--- src/hdl/jump_preserving_moving_average_core_macros.svh ---
// Assertion macros shared by the jump-preserving moving average RTL.
`ifndef JUMP_PRESERVING_MOVING_AVERAGE_CORE_MACROS_SVH
`define JUMP_PRESERVING_MOVING_AVERAGE_CORE_MACROS_SVH

// Same-cycle implication, clocked on clk, off while rst_n is low.
`define JPMA_ASSERT_IMP(lbl, ante, cons, msg) \
  lbl: assert property (@(posedge clk) disable iff (!rst_n) (ante) |-> (cons)) \
    else $error(msg);

// Next-cycle implication, clocked on clk, off while rst_n is low.
`define JPMA_ASSERT_NXT(lbl, ante, cons, msg) \
  lbl: assert property (@(posedge clk) disable iff (!rst_n) (ante) |=> (cons)) \
    else $error(msg);

`endif

--- src/hdl/jpma_pkg.sv ---
// Types and fixed constants of the jump-preserving moving average.
`default_nettype none

package jpma_pkg;

  // width of the jump threshold register
  localparam int THR_BITS = 16;

  typedef enum logic [2:0] {
    ST_IDLE,
    ST_WALK,
    ST_CHECK,
    ST_DIV,
    ST_RAWRD,
    ST_RAWCAP,
    ST_EMIT
  } jpma_state_t;

endpackage

`default_nettype wire

--- src/hdl/jpma_div.sv ---
// Division by a constant odd divisor: reciprocal multiply, one 16-bit dividend chunk per cycle.
`default_nettype none

module jpma_div #(
  parameter int DW      = 20,
  parameter int DIVISOR = 11
) (
  input  wire logic          clk,
  input  wire logic          rst_n,
  input  wire logic          start,
  input  wire logic [DW-1:0] dividend,
  output logic               done,
  output logic [DW-1:0]      quotient
);

  // floor(x / DIVISOR) == (x * MUL) >> SH for every x below 2**DW
  localparam int LW  = $clog2(DIVISOR);
  localparam int SH  = DW + LW;
  localparam int MW  = DW + 1;
  localparam longint unsigned MUL =
    ((64'd1 << SH) + 64'(DIVISOR) - 64'd1) / 64'(DIVISOR);
  localparam logic [MW-1:0] MUL_C = MW'(MUL);
  localparam int CH  = 16;
  localparam int NCH = (DW + CH - 1) / CH;
  localparam int XW  = NCH * CH;
  localparam int PW  = XW + MW;
  localparam int CW  = $clog2(NCH + 1);

  logic             busy_r;
  logic             done_r;
  logic [CW-1:0]    cnt_r;
  logic [XW-1:0]    x_r;
  logic [PW-1:0]    acc_r;

  logic [CH+MW-1:0] prod;
  logic [PW-1:0]    acc_nxt;

  assign prod    = (CH+MW)'(x_r[XW-1 -: CH]) * (CH+MW)'(MUL_C);
  assign acc_nxt = (acc_r << CH) + PW'(prod);

  always_ff @(posedge clk) begin
    if (!rst_n) begin
      busy_r <= 1'b0;
      done_r <= 1'b0;
      cnt_r  <= '0;
    end else begin
      done_r <= 1'b0;
      if (start) begin
        busy_r <= 1'b1;
        cnt_r  <= CW'(NCH);
      end else if (busy_r) begin
        cnt_r <= cnt_r - 1'b1;
        if (cnt_r == CW'(1)) begin
          busy_r <= 1'b0;
          done_r <= 1'b1;
        end
      end
    end
  end

  // chunks leave from the top, Horner style: acc = acc * 2**CH + chunk * MUL
  always_ff @(posedge clk) begin
    if (start) begin
      x_r   <= XW'(dividend);
      acc_r <= '0;
    end else if (busy_r) begin
      x_r   <= x_r << CH;
      acc_r <= acc_nxt;
    end
  end

  assign done     = done_r;
  assign quotient = DW'(acc_r[PW-1:SH]);

endmodule

`default_nettype wire

--- src/hdl/jump_preserving_moving_average_core.sv ---
// Top level: jump-preserving moving average over a memory-held sample window.
// Filtered item: accept, window walk over SPAN samples, check, reciprocal multiply, emit;
//   a jump in the window skips the multiply.
// Raw item before the window fills: read, capture, emit; a flush repeats them per held sample.
// Rate is set by the single read port of the window memory; output stalls hold emit.
// Reset (sync, active low) clears control, count and threshold; memory is not cleared.
`default_nettype none

`include "jump_preserving_moving_average_core_macros.svh"

module jump_preserving_moving_average_core #(
  parameter int WINDOW      = 11,
  parameter int SAMPLE_BITS = 16
) (
  input  wire logic                              clk,
  input  wire logic                              rst_n,
  // configuration write channel
  input  wire logic                              cfg_valid,
  output logic                                   cfg_ready,
  input  wire logic [jpma_pkg::THR_BITS-1:0]     cfg_jump_threshold,
  // input channel
  input  wire logic                              in_valid,
  output logic                                   in_stall,
  input  wire logic signed [SAMPLE_BITS-1:0]     in_sample,
  input  wire logic                              in_end_of_record,
  // result channel
  output logic                                   out_valid,
  input  wire logic                              out_stall,
  output logic signed [SAMPLE_BITS-1:0]          out_value,
  output logic                                   out_was_averaged,
  output logic                                   out_final_res
);

  // An even WINDOW behaves as WINDOW-1: only SPAN entries are ever read.
  localparam int SB   = SAMPLE_BITS;
  localparam int HALF = (WINDOW - 1) / 2;
  localparam int SPAN = 2 * HALF + 1;
  localparam int AW   = $clog2(SPAN);       // memory index / sample age
  localparam int KW   = $clog2(SPAN + 1);   // counts up to SPAN
  localparam int SUMW = SB + AW;            // signed window sum
  localparam int TW   = jpma_pkg::THR_BITS;
  localparam int CMPW = (SB + 1 > TW) ? SB + 1 : TW;

  // ---------------------------------------------------------------
  // Control state
  // ---------------------------------------------------------------
  jpma_pkg::jpma_state_t state_r, state_nxt;

  logic [TW-1:0] thr_r;
  logic [KW-1:0] seen_r;     // samples of current record held, saturates at SPAN
  logic [AW-1:0] newest_r;   // memory slot of the newest sample
  logic          end_r;      // current transaction closes its record
  logic [AW-1:0] age_r;      // age of the sample whose result is pending
  logic [KW-1:0] k_r;        // window walk step

  // window datapath
  logic signed [SUMW-1:0] sum_r;
  logic signed [SB-1:0]   min_r;
  logic signed [SB-1:0]   max_r;
  logic [SB-1:0]          centre_r;
  logic [SB-1:0]          res_val_r;
  logic                   res_avg_r;

  // output register
  logic          out_valid_r;
  logic [SB-1:0] out_value_r;
  logic          out_avg_r;
  logic          out_fin_r;

  // window memory: one write port (on accept), one registered read port
  logic [SB-1:0] win_mem [SPAN];
  logic [SB-1:0] rdata_r;

  // ---------------------------------------------------------------
  // Input side decode
  // ---------------------------------------------------------------
  logic          in_acc;
  logic [KW-1:0] have;
  logic [KW-1:0] have_m1;
  logic [AW-1:0] age_init;
  logic [AW-1:0] wr_addr;

  assign in_stall = (state_r != jpma_pkg::ST_IDLE);
  assign in_acc   = in_valid && !in_stall;

  assign have     = (seen_r == KW'(SPAN)) ? seen_r : seen_r + 1'b1;
  assign have_m1  = have - 1'b1;
  // first result is the sample HALF back, or the oldest held on a short flush
  assign age_init = (have_m1 > KW'(HALF)) ? AW'(HALF) : have_m1[AW-1:0];
  assign wr_addr  = (newest_r == AW'(SPAN - 1)) ? '0 : newest_r + 1'b1;

  // ---------------------------------------------------------------
  // Read address: slot of a given age, modulo SPAN
  // ---------------------------------------------------------------
  logic          rd_en;
  logic [AW-1:0] rd_age;
  logic [AW:0]   addr_dn;
  logic [AW:0]   addr_wr;
  logic [AW-1:0] rd_addr;

  assign addr_dn = {1'b0, newest_r} - {1'b0, rd_age};
  assign addr_wr = {1'b0, newest_r} + (AW+1)'(SPAN) - {1'b0, rd_age};
  assign rd_addr = (newest_r >= rd_age) ? addr_dn[AW-1:0] : addr_wr[AW-1:0];

  // ---------------------------------------------------------------
  // Spread check and divider hookup
  // ---------------------------------------------------------------
  logic [SB:0]            spread;
  logic                   smooth;
  logic [SUMW-1:0]        sum_mag;
  logic [SUMW-1:0]        dividend;
  logic                   div_start;
  logic                   div_done;
  logic [SUMW-1:0]        quotient;
  logic [SB-1:0]          q_lo;
  logic [SB-1:0]          q_signed;
  logic signed [SB-1:0]   rdata_s;
  logic signed [SUMW-1:0] rdata_ext;

  // max >= min once the walk is done, so the difference is non-negative
  assign spread   = {max_r[SB-1], max_r} - {min_r[SB-1], min_r};
  assign smooth   = (CMPW'(spread) <= CMPW'(thr_r));
  assign sum_mag  = sum_r[SUMW-1] ? SUMW'(-sum_r) : SUMW'(sum_r);
  // adding HALF before dividing rounds to nearest (SPAN odd, no ties)
  assign dividend = sum_mag + SUMW'(HALF);
  assign q_lo     = quotient[SB-1:0];
  assign q_signed = sum_r[SUMW-1] ? (~q_lo + 1'b1) : q_lo;

  assign rdata_s   = rdata_r;
  assign rdata_ext = SUMW'(rdata_s);

  jpma_div #(
    .DW      (SUMW),
    .DIVISOR (SPAN)
  ) u_div (
    .clk      (clk),
    .rst_n    (rst_n),
    .start    (div_start),
    .dividend (dividend),
    .done     (div_done),
    .quotient (quotient)
  );

  // ---------------------------------------------------------------
  // Sequencer: next state
  // ---------------------------------------------------------------
  logic out_free;
  assign out_free = !out_valid_r || !out_stall;

  always_comb begin
    state_nxt = state_r;
    unique case (state_r)
      jpma_pkg::ST_IDLE: begin
        if (in_acc) begin
          if (have == KW'(SPAN)) begin
            state_nxt = jpma_pkg::ST_WALK;
          end else if (in_end_of_record || (have >= KW'(HALF + 1))) begin
            state_nxt = jpma_pkg::ST_RAWRD;
          end
        end
      end
      jpma_pkg::ST_WALK: begin
        if (k_r == KW'(SPAN)) begin
          state_nxt = jpma_pkg::ST_CHECK;
        end
      end
      jpma_pkg::ST_CHECK: begin
        state_nxt = smooth ? jpma_pkg::ST_DIV : jpma_pkg::ST_EMIT;
      end
      jpma_pkg::ST_DIV: begin
        if (div_done) begin
          state_nxt = jpma_pkg::ST_EMIT;
        end
      end
      jpma_pkg::ST_RAWRD: begin
        state_nxt = jpma_pkg::ST_RAWCAP;
      end
      jpma_pkg::ST_RAWCAP: begin
        state_nxt = jpma_pkg::ST_EMIT;
      end
      jpma_pkg::ST_EMIT: begin
        if (out_free) begin
          state_nxt = (end_r && (age_r != '0)) ? jpma_pkg::ST_RAWRD : jpma_pkg::ST_IDLE;
        end
      end
      default: begin
        state_nxt = jpma_pkg::ST_IDLE;
      end
    endcase
  end

  // ---------------------------------------------------------------
  // Sequencer: control outputs
  // ---------------------------------------------------------------
  logic walk_acc;   // rdata_r holds window sample of age k_r-1
  logic load_out;

  always_comb begin
    rd_en     = 1'b0;
    rd_age    = age_r;
    walk_acc  = 1'b0;
    div_start = 1'b0;
    load_out  = 1'b0;
    unique case (state_r)
      jpma_pkg::ST_WALK: begin
        rd_en    = (k_r < KW'(SPAN));
        rd_age   = k_r[AW-1:0];
        walk_acc = (k_r != '0);
      end
      jpma_pkg::ST_CHECK: begin
        div_start = smooth;
      end
      jpma_pkg::ST_RAWRD: begin
        rd_en = 1'b1;
      end
      jpma_pkg::ST_EMIT: begin
        load_out = out_free;
      end
      default: begin
        rd_en = 1'b0;
      end
    endcase
  end

  // ---------------------------------------------------------------
  // Registers
  // ---------------------------------------------------------------
  always_ff @(posedge clk) begin
    if (!rst_n) begin
      state_r     <= jpma_pkg::ST_IDLE;
      thr_r       <= '0;
      seen_r      <= '0;
      newest_r    <= AW'(SPAN - 1);
      out_valid_r <= 1'b0;
    end else begin
      state_r <= state_nxt;
      if (cfg_valid) begin
        thr_r <= cfg_jump_threshold;
      end
      if (in_acc) begin
        newest_r <= wr_addr;
        seen_r   <= in_end_of_record ? '0 : have;
      end
      if (load_out) begin
        out_valid_r <= 1'b1;
      end else if (!out_stall) begin
        out_valid_r <= 1'b0;
      end
    end
  end

  // memory: write the accepted sample, registered read
  always_ff @(posedge clk) begin
    if (in_acc) begin
      win_mem[wr_addr] <= in_sample;
    end
    if (rd_en) begin
      rdata_r <= win_mem[rd_addr];
    end
  end

  // datapath registers
  always_ff @(posedge clk) begin
    if (in_acc) begin
      end_r <= in_end_of_record;
      age_r <= age_init;
      k_r   <= '0;
    end
    if (state_r == jpma_pkg::ST_WALK) begin
      k_r <= k_r + 1'b1;
    end
    if (walk_acc) begin
      if (k_r == KW'(1)) begin
        sum_r <= rdata_ext;
        min_r <= rdata_s;
        max_r <= rdata_s;
      end else begin
        sum_r <= sum_r + rdata_ext;
        if (rdata_s < min_r) begin
          min_r <= rdata_s;
        end
        if (rdata_s > max_r) begin
          max_r <= rdata_s;
        end
      end
      if (k_r == KW'(HALF + 1)) begin
        centre_r <= rdata_r;
      end
    end
    // a jump in the window: centre passes raw
    if ((state_r == jpma_pkg::ST_CHECK) && !smooth) begin
      res_val_r <= centre_r;
      res_avg_r <= 1'b0;
    end
    if ((state_r == jpma_pkg::ST_DIV) && div_done) begin
      res_val_r <= q_signed;
      res_avg_r <= 1'b1;
    end
    if (state_r == jpma_pkg::ST_RAWCAP) begin
      res_val_r <= rdata_r;
      res_avg_r <= 1'b0;
    end
    if (load_out) begin
      out_value_r <= res_val_r;
      out_avg_r   <= res_avg_r;
      out_fin_r   <= end_r && (age_r == '0);
      if (end_r && (age_r != '0)) begin
        age_r <= age_r - 1'b1;
      end
    end
  end

  assign cfg_ready        = 1'b1;
  assign out_valid        = out_valid_r;
  assign out_value        = out_value_r;
  assign out_was_averaged = out_avg_r;
  assign out_final_res    = out_fin_r;

  // ---------------------------------------------------------------
  // Assertions
  // ---------------------------------------------------------------
  `JPMA_ASSERT_IMP(a_seen_sat, 1'b1, seen_r <= KW'(SPAN), "sample count beyond window span")
  `JPMA_ASSERT_NXT(a_end_clears, in_acc && in_end_of_record, seen_r == '0, "end mark did not clear count")
  `JPMA_ASSERT_IMP(a_walk_full, state_r == jpma_pkg::ST_WALK, (end_r && seen_r == '0) || (!end_r && seen_r == KW'(SPAN)), "window walk without full window")
  `JPMA_ASSERT_IMP(a_div_state, div_done, state_r == jpma_pkg::ST_DIV, "divider finished outside divide state")

endmodule

`default_nettype wire
--- config.mk ---
export PLATFORM = sky130hd
export DESIGN_NAME = jump_preserving_moving_average_core
export DESIGN_NICKNAME = d
export VERILOG_FILES = /design/src/hdl/jpma_pkg.sv /design/src/hdl/jpma_div.sv /design/src/hdl/jump_preserving_moving_average_core.sv
export VERILOG_INCLUDE_DIRS = /design/src /design/src/hdl
export SDC_FILE = /design/constraint.sdc
export NUM_CORES = 1
export LEC_CHECK = 0
export BUFFER_PORTS_ARGS = -buffer_cell sky130_fd_sc_hd__buf_4
export CAP_MARGIN = 40
export CORE_MARGIN = 3
export CORE_UTILIZATION = 64
export DETAILED_ROUTE_END_ITERATION = 10
export PLACE_DENSITY = 0.92
export SLEW_MARGIN = 30
export SYNTH_ARGS = -nofsm -noshare
export SYNTH_HDL_FRONTEND = slang
export SYNTH_SLANG_ARGS = --single-unit
--- constraint.sdc ---
create_clock -name clk -period 7.91 [get_ports clk]
set_input_delay 0.3955 -clock clk [delete_from_list [all_inputs] [get_ports clk]]
set_output_delay 0.3955 -clock clk [all_outputs]
set_load 0.01 [all_outputs]
# --- Word level (Yosys, flattened, before mapping) ---
# Memories as Yosys holds them, arrays and structs flattened. A register that Yosys moved wholly into a read port is not among the register bits.
# Index checks and enable logic that the tools add are counted.
# W data, S select, Z words.
totals:
  elab_cells: 146
  regBits: 216
  out_inout_bits: 21
  n_memories: 1
  ram_bits: 176
  in_bits: 38
mem_list:
  columns: ["memory", "depth", "width", "rd", "rd_clocked_by_memory_dff", "write_ports", "line_no", "text"]
  rows:
  - ["win_mem", 11, 16, 1, 1, 1, "jump_preserving_moving_average_core.sv:71", "logic [SB-1:0] win_mem [SPAN];"]
op_classes:
  n_lt_le_gt_ge: 7
  n_mul: 1
  mux: 48
  reduce_logical: 28
  eq_ne: 19
  addsub: 15
  bitwise_logic: 3
ops:
  columns: ["operator", "count"]
  rows:
  - ["$mux W16", 8]
  - ["$mux W20", 4]
  - ["$mux W4", 11]
  - ["$add A40 B37 Y40", 1]
  - ["$mul A16 B20 Y36 const B", 1]
  - ["$mux W3", 8]
  - ["$pmux W3 S7", 1]
  - ["$add A20 B16 Y20", 1]
  - ["$add A20 B3 Y20 const B", 1]
  - ["$neg A20 Y20", 1]
  - ["$le A17 B16 Y1", 1]
  - ["$sub A16 B16 Y17", 1]
  - ["$add A16 B1 Y16 const B", 1]
  - ["$eq A4 B4 Y1 const B", 4]
  - ["$gt A16 B16 Y1", 1]
  - ["$lt A16 B16 Y1", 1]
  - ["$not A16 Y16", 1]
  - ["$mux W1", 13]
  - ["$add A4 B1 Y4 const B", 3]
  - ["$reduce_bool A2 Y1", 5]
  - ["$eq A3 B3 Y1 const B", 3]
  - ["$reduce_bool A4 Y1", 2]
  - ["$sub A4 B1 Y4 const B", 2]
  - ["$sub A4 B4 Y4", 2]
  - ["other kinds (27)", 44]

# --- Longest topological paths before layout ---
logic_depth:
  depth_word: 8
  depth_mapped: 32
  mapped_depth_nobuf: 32

# --- Hierarchy ---
# A second synthesis with hierarchy kept.
unflattened:
  hier_cells: 2522
  hier_area_um2: 26907.1
modules_own_cells:
  columns: ["mod", "cells_per_inst", "n_inst", "area_each_um2"]
  rows:
  - ["jump_preserving_moving_average_core", 1564, 1, 17668.2]
  - ["jpma_div", 958, 1, 9238.9]

# --- Least setup slack after synthesis ---
# Ideal clock, no wire load.
synth_path:
  kind: "reg2reg"
  start: "reg u_div.x_r[24]"
  end: "reg u_div.acc_r[36]"
  stages_incl_launch_ff: 31
  n_path_buf: 0
  setup_ps: 128
  required_time_ps: 7782
  arrival_time_ps: 6883
  period_less_slack_ps: 7010
  slack_ps: 900
  path_cell_list: "dfxtp_1 inv_1 fa_1 inv_1 ha_1 inv_1 fa_1 inv_1 fa_1 fa_1 fa_1 ha_1 o21a_1 nand2_1 nand4_1 a31oi_1 o21ai_1 a41o_1 a21o_1 a211oi_1 nor2_1 ha_1 a21o_1 a21o_1 a21o_1 a21oi_1 nor2b_1 a211o_1 xor2_1 mux2i_1 nor2_1"
synth_via:
  elab_chain_cells: 2
synth_rtl:
  columns: ["element", "line_no", "text"]
  rows:
  - ["start: declaration", "jpma_div.sv:32", "logic [XW-1:0] x_r;"]
  - ["start signal: assignment", "jpma_div.sv:64", "x_r <= XW'(dividend);"]
  - ["start signal: assignment", "jpma_div.sv:67", "x_r <= x_r << CH;"]
  - ["$mul A16 B20 Y36", "jpma_div.sv:38", "assign prod = (CH+MW)'(x_r[XW-1 -: CH]) * (CH+MW)'(MUL_C);"]
  - ["$add A40 B37 Y40", "jpma_div.sv:39", "assign acc_nxt = (acc_r << CH) + PW'(prod);"]
  - ["end signal: assignment", "jpma_div.sv:68", "acc_r <= acc_nxt;"]
  - ["end: declaration", "jpma_div.sv:33", "logic [PW-1:0] acc_r;"]
# No other way between the ends.
# A chain may end at the register's enable or synchronous reset.

# --- Final worst setup path ---
layout_path:
  start: "reg u_div.x_r[21]"
  end: "reg u_div.acc_r[38]"
# The elaborated chain is that of the path after synthesis.

==> results.json <==
{
  "status": "finished, final reports clean",
  "start_util_pct": 65.21,
  "ys_seq_elements": 407,
  "final_common_cell": "edfxtp_1",
  "drc": 0,
  "yosys_warnings": 0,
  "cts_sinks": 407,
  "fin_crit_ps": 7580,
  "nFillCells": 2567,
  "synthCells": 2301,
  "r2r_slack_ps": 330,
  "numCtsBuffers": 42,
  "busiest_layer": "met2",
  "ys_types": 82,
  "synth_nets": 2698,
  "place_inst": 2840,
  "drt_iter0_drc": 1736,
  "startpoint": "u_div.x_r[21]$_SDFFE_PP0P_",
  "final_layout_size_suffix_gt1_share_pct": 10.27,
  "hp-class": "in -> reg",
  "use_met2_pct": 47.87,
  "die_w_um": 207.7,
  "critPathKind": "reg -> reg",
  "synthArstFlopShare_pct": 0,
  "grt_start_max_net_pins": 57,
  "rsz0062_at_grt": "true",
  "hpwl_um": 44150,
  "reg2reg_from": "u_div.x_r[21]$_SDFFE_PP0P_",
  "die_h_um": 207.7,
  "portBuffers": 57,
  "clockBufferDepth": 3,
  "postCtsSetupBuffers": 0,
  "maxSlewHeadroom_pct": 45.03,
  "layout_common_cells": "edfxtp_1, ha_1, inv_1",
  "yosysSeqAreaShare_pct": 43.57,
  "holdPathStages": 1,
  "tightest_slew_ps": 824.5,
  "whs_endpoint": "end_r$_DFFE_PP_",
  "syn2layout_area_growth_pct": 10.37,
  "io-pin-count": 59,
  "antenna_left": 0,
  "fmax_ghz": 0.1319,
  "dr_total_vias": 18270,
  "cp_max_fo": 8,
  "crit_top_cell": "fa_1",
  "drv_slew": 0,
  "reg2reg_depth": 28,
  "grt_first_pass_wirelength_um": 98050,
  "period_share_pct": 95.83,
  "grt_pass1_vias": 18520,
  "worstHoldStart": "in_end_of_record",
  "antenna_found_initial": 0,
  "cts_tree": "yes",
  "cp_data_arrival_time_ps": 8010,
  "setup.worst_path.start_class": "flip-flop",
  "grtUsageTotal_pct": 28.13,
  "max_stage_delay_ps": 590,
  "end_kind": "flip-flop",
  "ys.flop_type": "edfxtp_1",
  "wl_per_cell_um": 21.11,
  "skew_ps": 20.52,
  "met1_usage_pct": 36.37,
  "viasPerCell": 6.253,
  "synth_area_sq_um": 26030,
  "n_antenna_cell": 0,
  "path_clk_slew_ps": 60,
  "drv_cap": 0,
  "gp_congestion": 0.9463,
  "core_area_sq_um": 39910,
  "use_met3_pct": 4.760,
  "ctsHtreeMaxLevel": 2,
  "synth_edf_count": 319,
  "setup_viol": 0,
  "firstDrtPassIters": 6,
  "die_area_sq_um": 43130,
  "grt_overflow_total": 0,
  "cp.required_ps": 8340,
  "final_cells": 2921,
  "regToRegEndpoint": "u_div.acc_r[38]$_SDFFE_PP0P_",
  "clk_latency_ps": 580,
  "synth_area_per_cell_sq_um": 11.31,
  "cts_root_buf": "clkbuf_16",
  "crit_slowest_cell": "dfxtp_1",
  "routed_wirelength_um": 61660,
  "core.rowCount": 73,
  "hold_viol": 0,
  "fin_nets": 2760
}
## Yosys cell counts, types with 57 or more instances
master    instances  area share, %
edfxtp_1        319             37
ha_1            265             13
inv_1           246            3.5
nor2_1          178            2.6
a21oi_1         115            2.2
nand2_1         115            1.7
mux2i_1         106            4.1
o21ai_0          95            1.8
fa_1             94            7.2
dfxtp_1          88            6.8
xnor2_1          76            2.6
xor2_1           57            1.9
## registers in the layout, indices dropped and copies added (netlist names), 2 cells and up
register,flops
k_r,4
out_value,16
max_r,16
rdata_r,16
win_mem,176
min_r,16
thr_r,16
state_r,3
res_val_r,16
age_r,4
u_div.cnt_r,2
newest_r,4
seen_r,4
sum_r,20
u_div.x_r,32
u_div.acc_r,39
centre_r,16
## worst max path at each step
| stage | end | slack [ps] | cells after the start |
|---|---|---|---|
| final | u_div.acc_r[38]$_SDFFE_PP0P_ | 330 | 28 |
| after global routing | u_div.acc_r[38]$_SDFFE_PP0P_ | -30 | 28 |
| after CTS | u_div.acc_r[38]$_SDFFE_PP0P_ | 210 | 26 |
| after global placement | u_div.acc_r[36]$_SDFFE_PP0P_ | 360 | 27 |
| after floorplan | u_div.acc_r[36]$_SDFFE_PP0P_ | 900 | 30 |
| after detailed placement | u_div.acc_r[36]$_SDFFE_PP0P_ | 300 | 27 |
## logic make-up (layout without fill, tap and decap cells)
| kind of cell | Yosys count | in the layout | synth area share, % |
|---|---|---|---|
| adder cells (fa/ha/maj) | 360 | 360 | 20.01 |
| XOR/XNOR | 133 | 133 | 4.475 |
| AND/OR/NAND/NOR | 518 | 518 | 9.719 |
| buffers and inverters | 316 | 411 | 4.672 |
| multiplexers | 140 | 140 | 6.931 |
| AO/OA/AOI/OAI | 426 | 426 | 10.61 |
| flip-flops | 407 | 407 | 43.57 |
| other | 1 | 1 | 0.01441 |
## layout make-up
cell class,instances,area (sq um),share of cell area (%)
multi-input combinational,1578,13640,47.49
clock buffer,50,1112,3.872
inverter,247,927.1,3.227
clock inverter,27,310.3,1.080
timing repair buffer,87,734.5,2.557
sequential,407,11340,39.49
tap,525,656.9,2.286
## worst max-delay path, delay by kind of cell (launching register included)
family / cells / cell delay [ps]
buffers and inverters: 4 / 300
AO/OA/AOI/OAI: 9 / 1930
adder cells (fa/ha/maj): 8 / 3700
AND/OR/NAND/NOR: 6 / 770
XOR/XNOR: 1 / 160
flip-flops: 1 / 590
## metrics by stage
stage	worst slack [ps]	util (%)	setup TNS, ps	cell area (sq um)	hold slack [ps]
CTS	212.4	71.62	0	28590	21.33
detailed placement	301.2	68.05	0	27160	405.4
global placement	355.6	67.87	0	27090	406.1
global route	-30.48	71.98	-38.07	28730	34.90
finish	329.7	71.98	0	28730	49.03
floorplan	899.7	-	0	26030	400.3
## layer usage
metal	up-vias	share of wire, %
li1	8346	-
met1	8920	39
met2	807	49
met3	193	7.9
met4	0	4.2
met5	-	0
## repair_timing
item	4_1_cts	5_1_grt
hold buffers	0	0
resized for setup	0	14
setup endpoints to repair	0	9
Power is not shown: default switching activity piles up to over one toggle a cycle in this logic, so the estimate is an artifact.
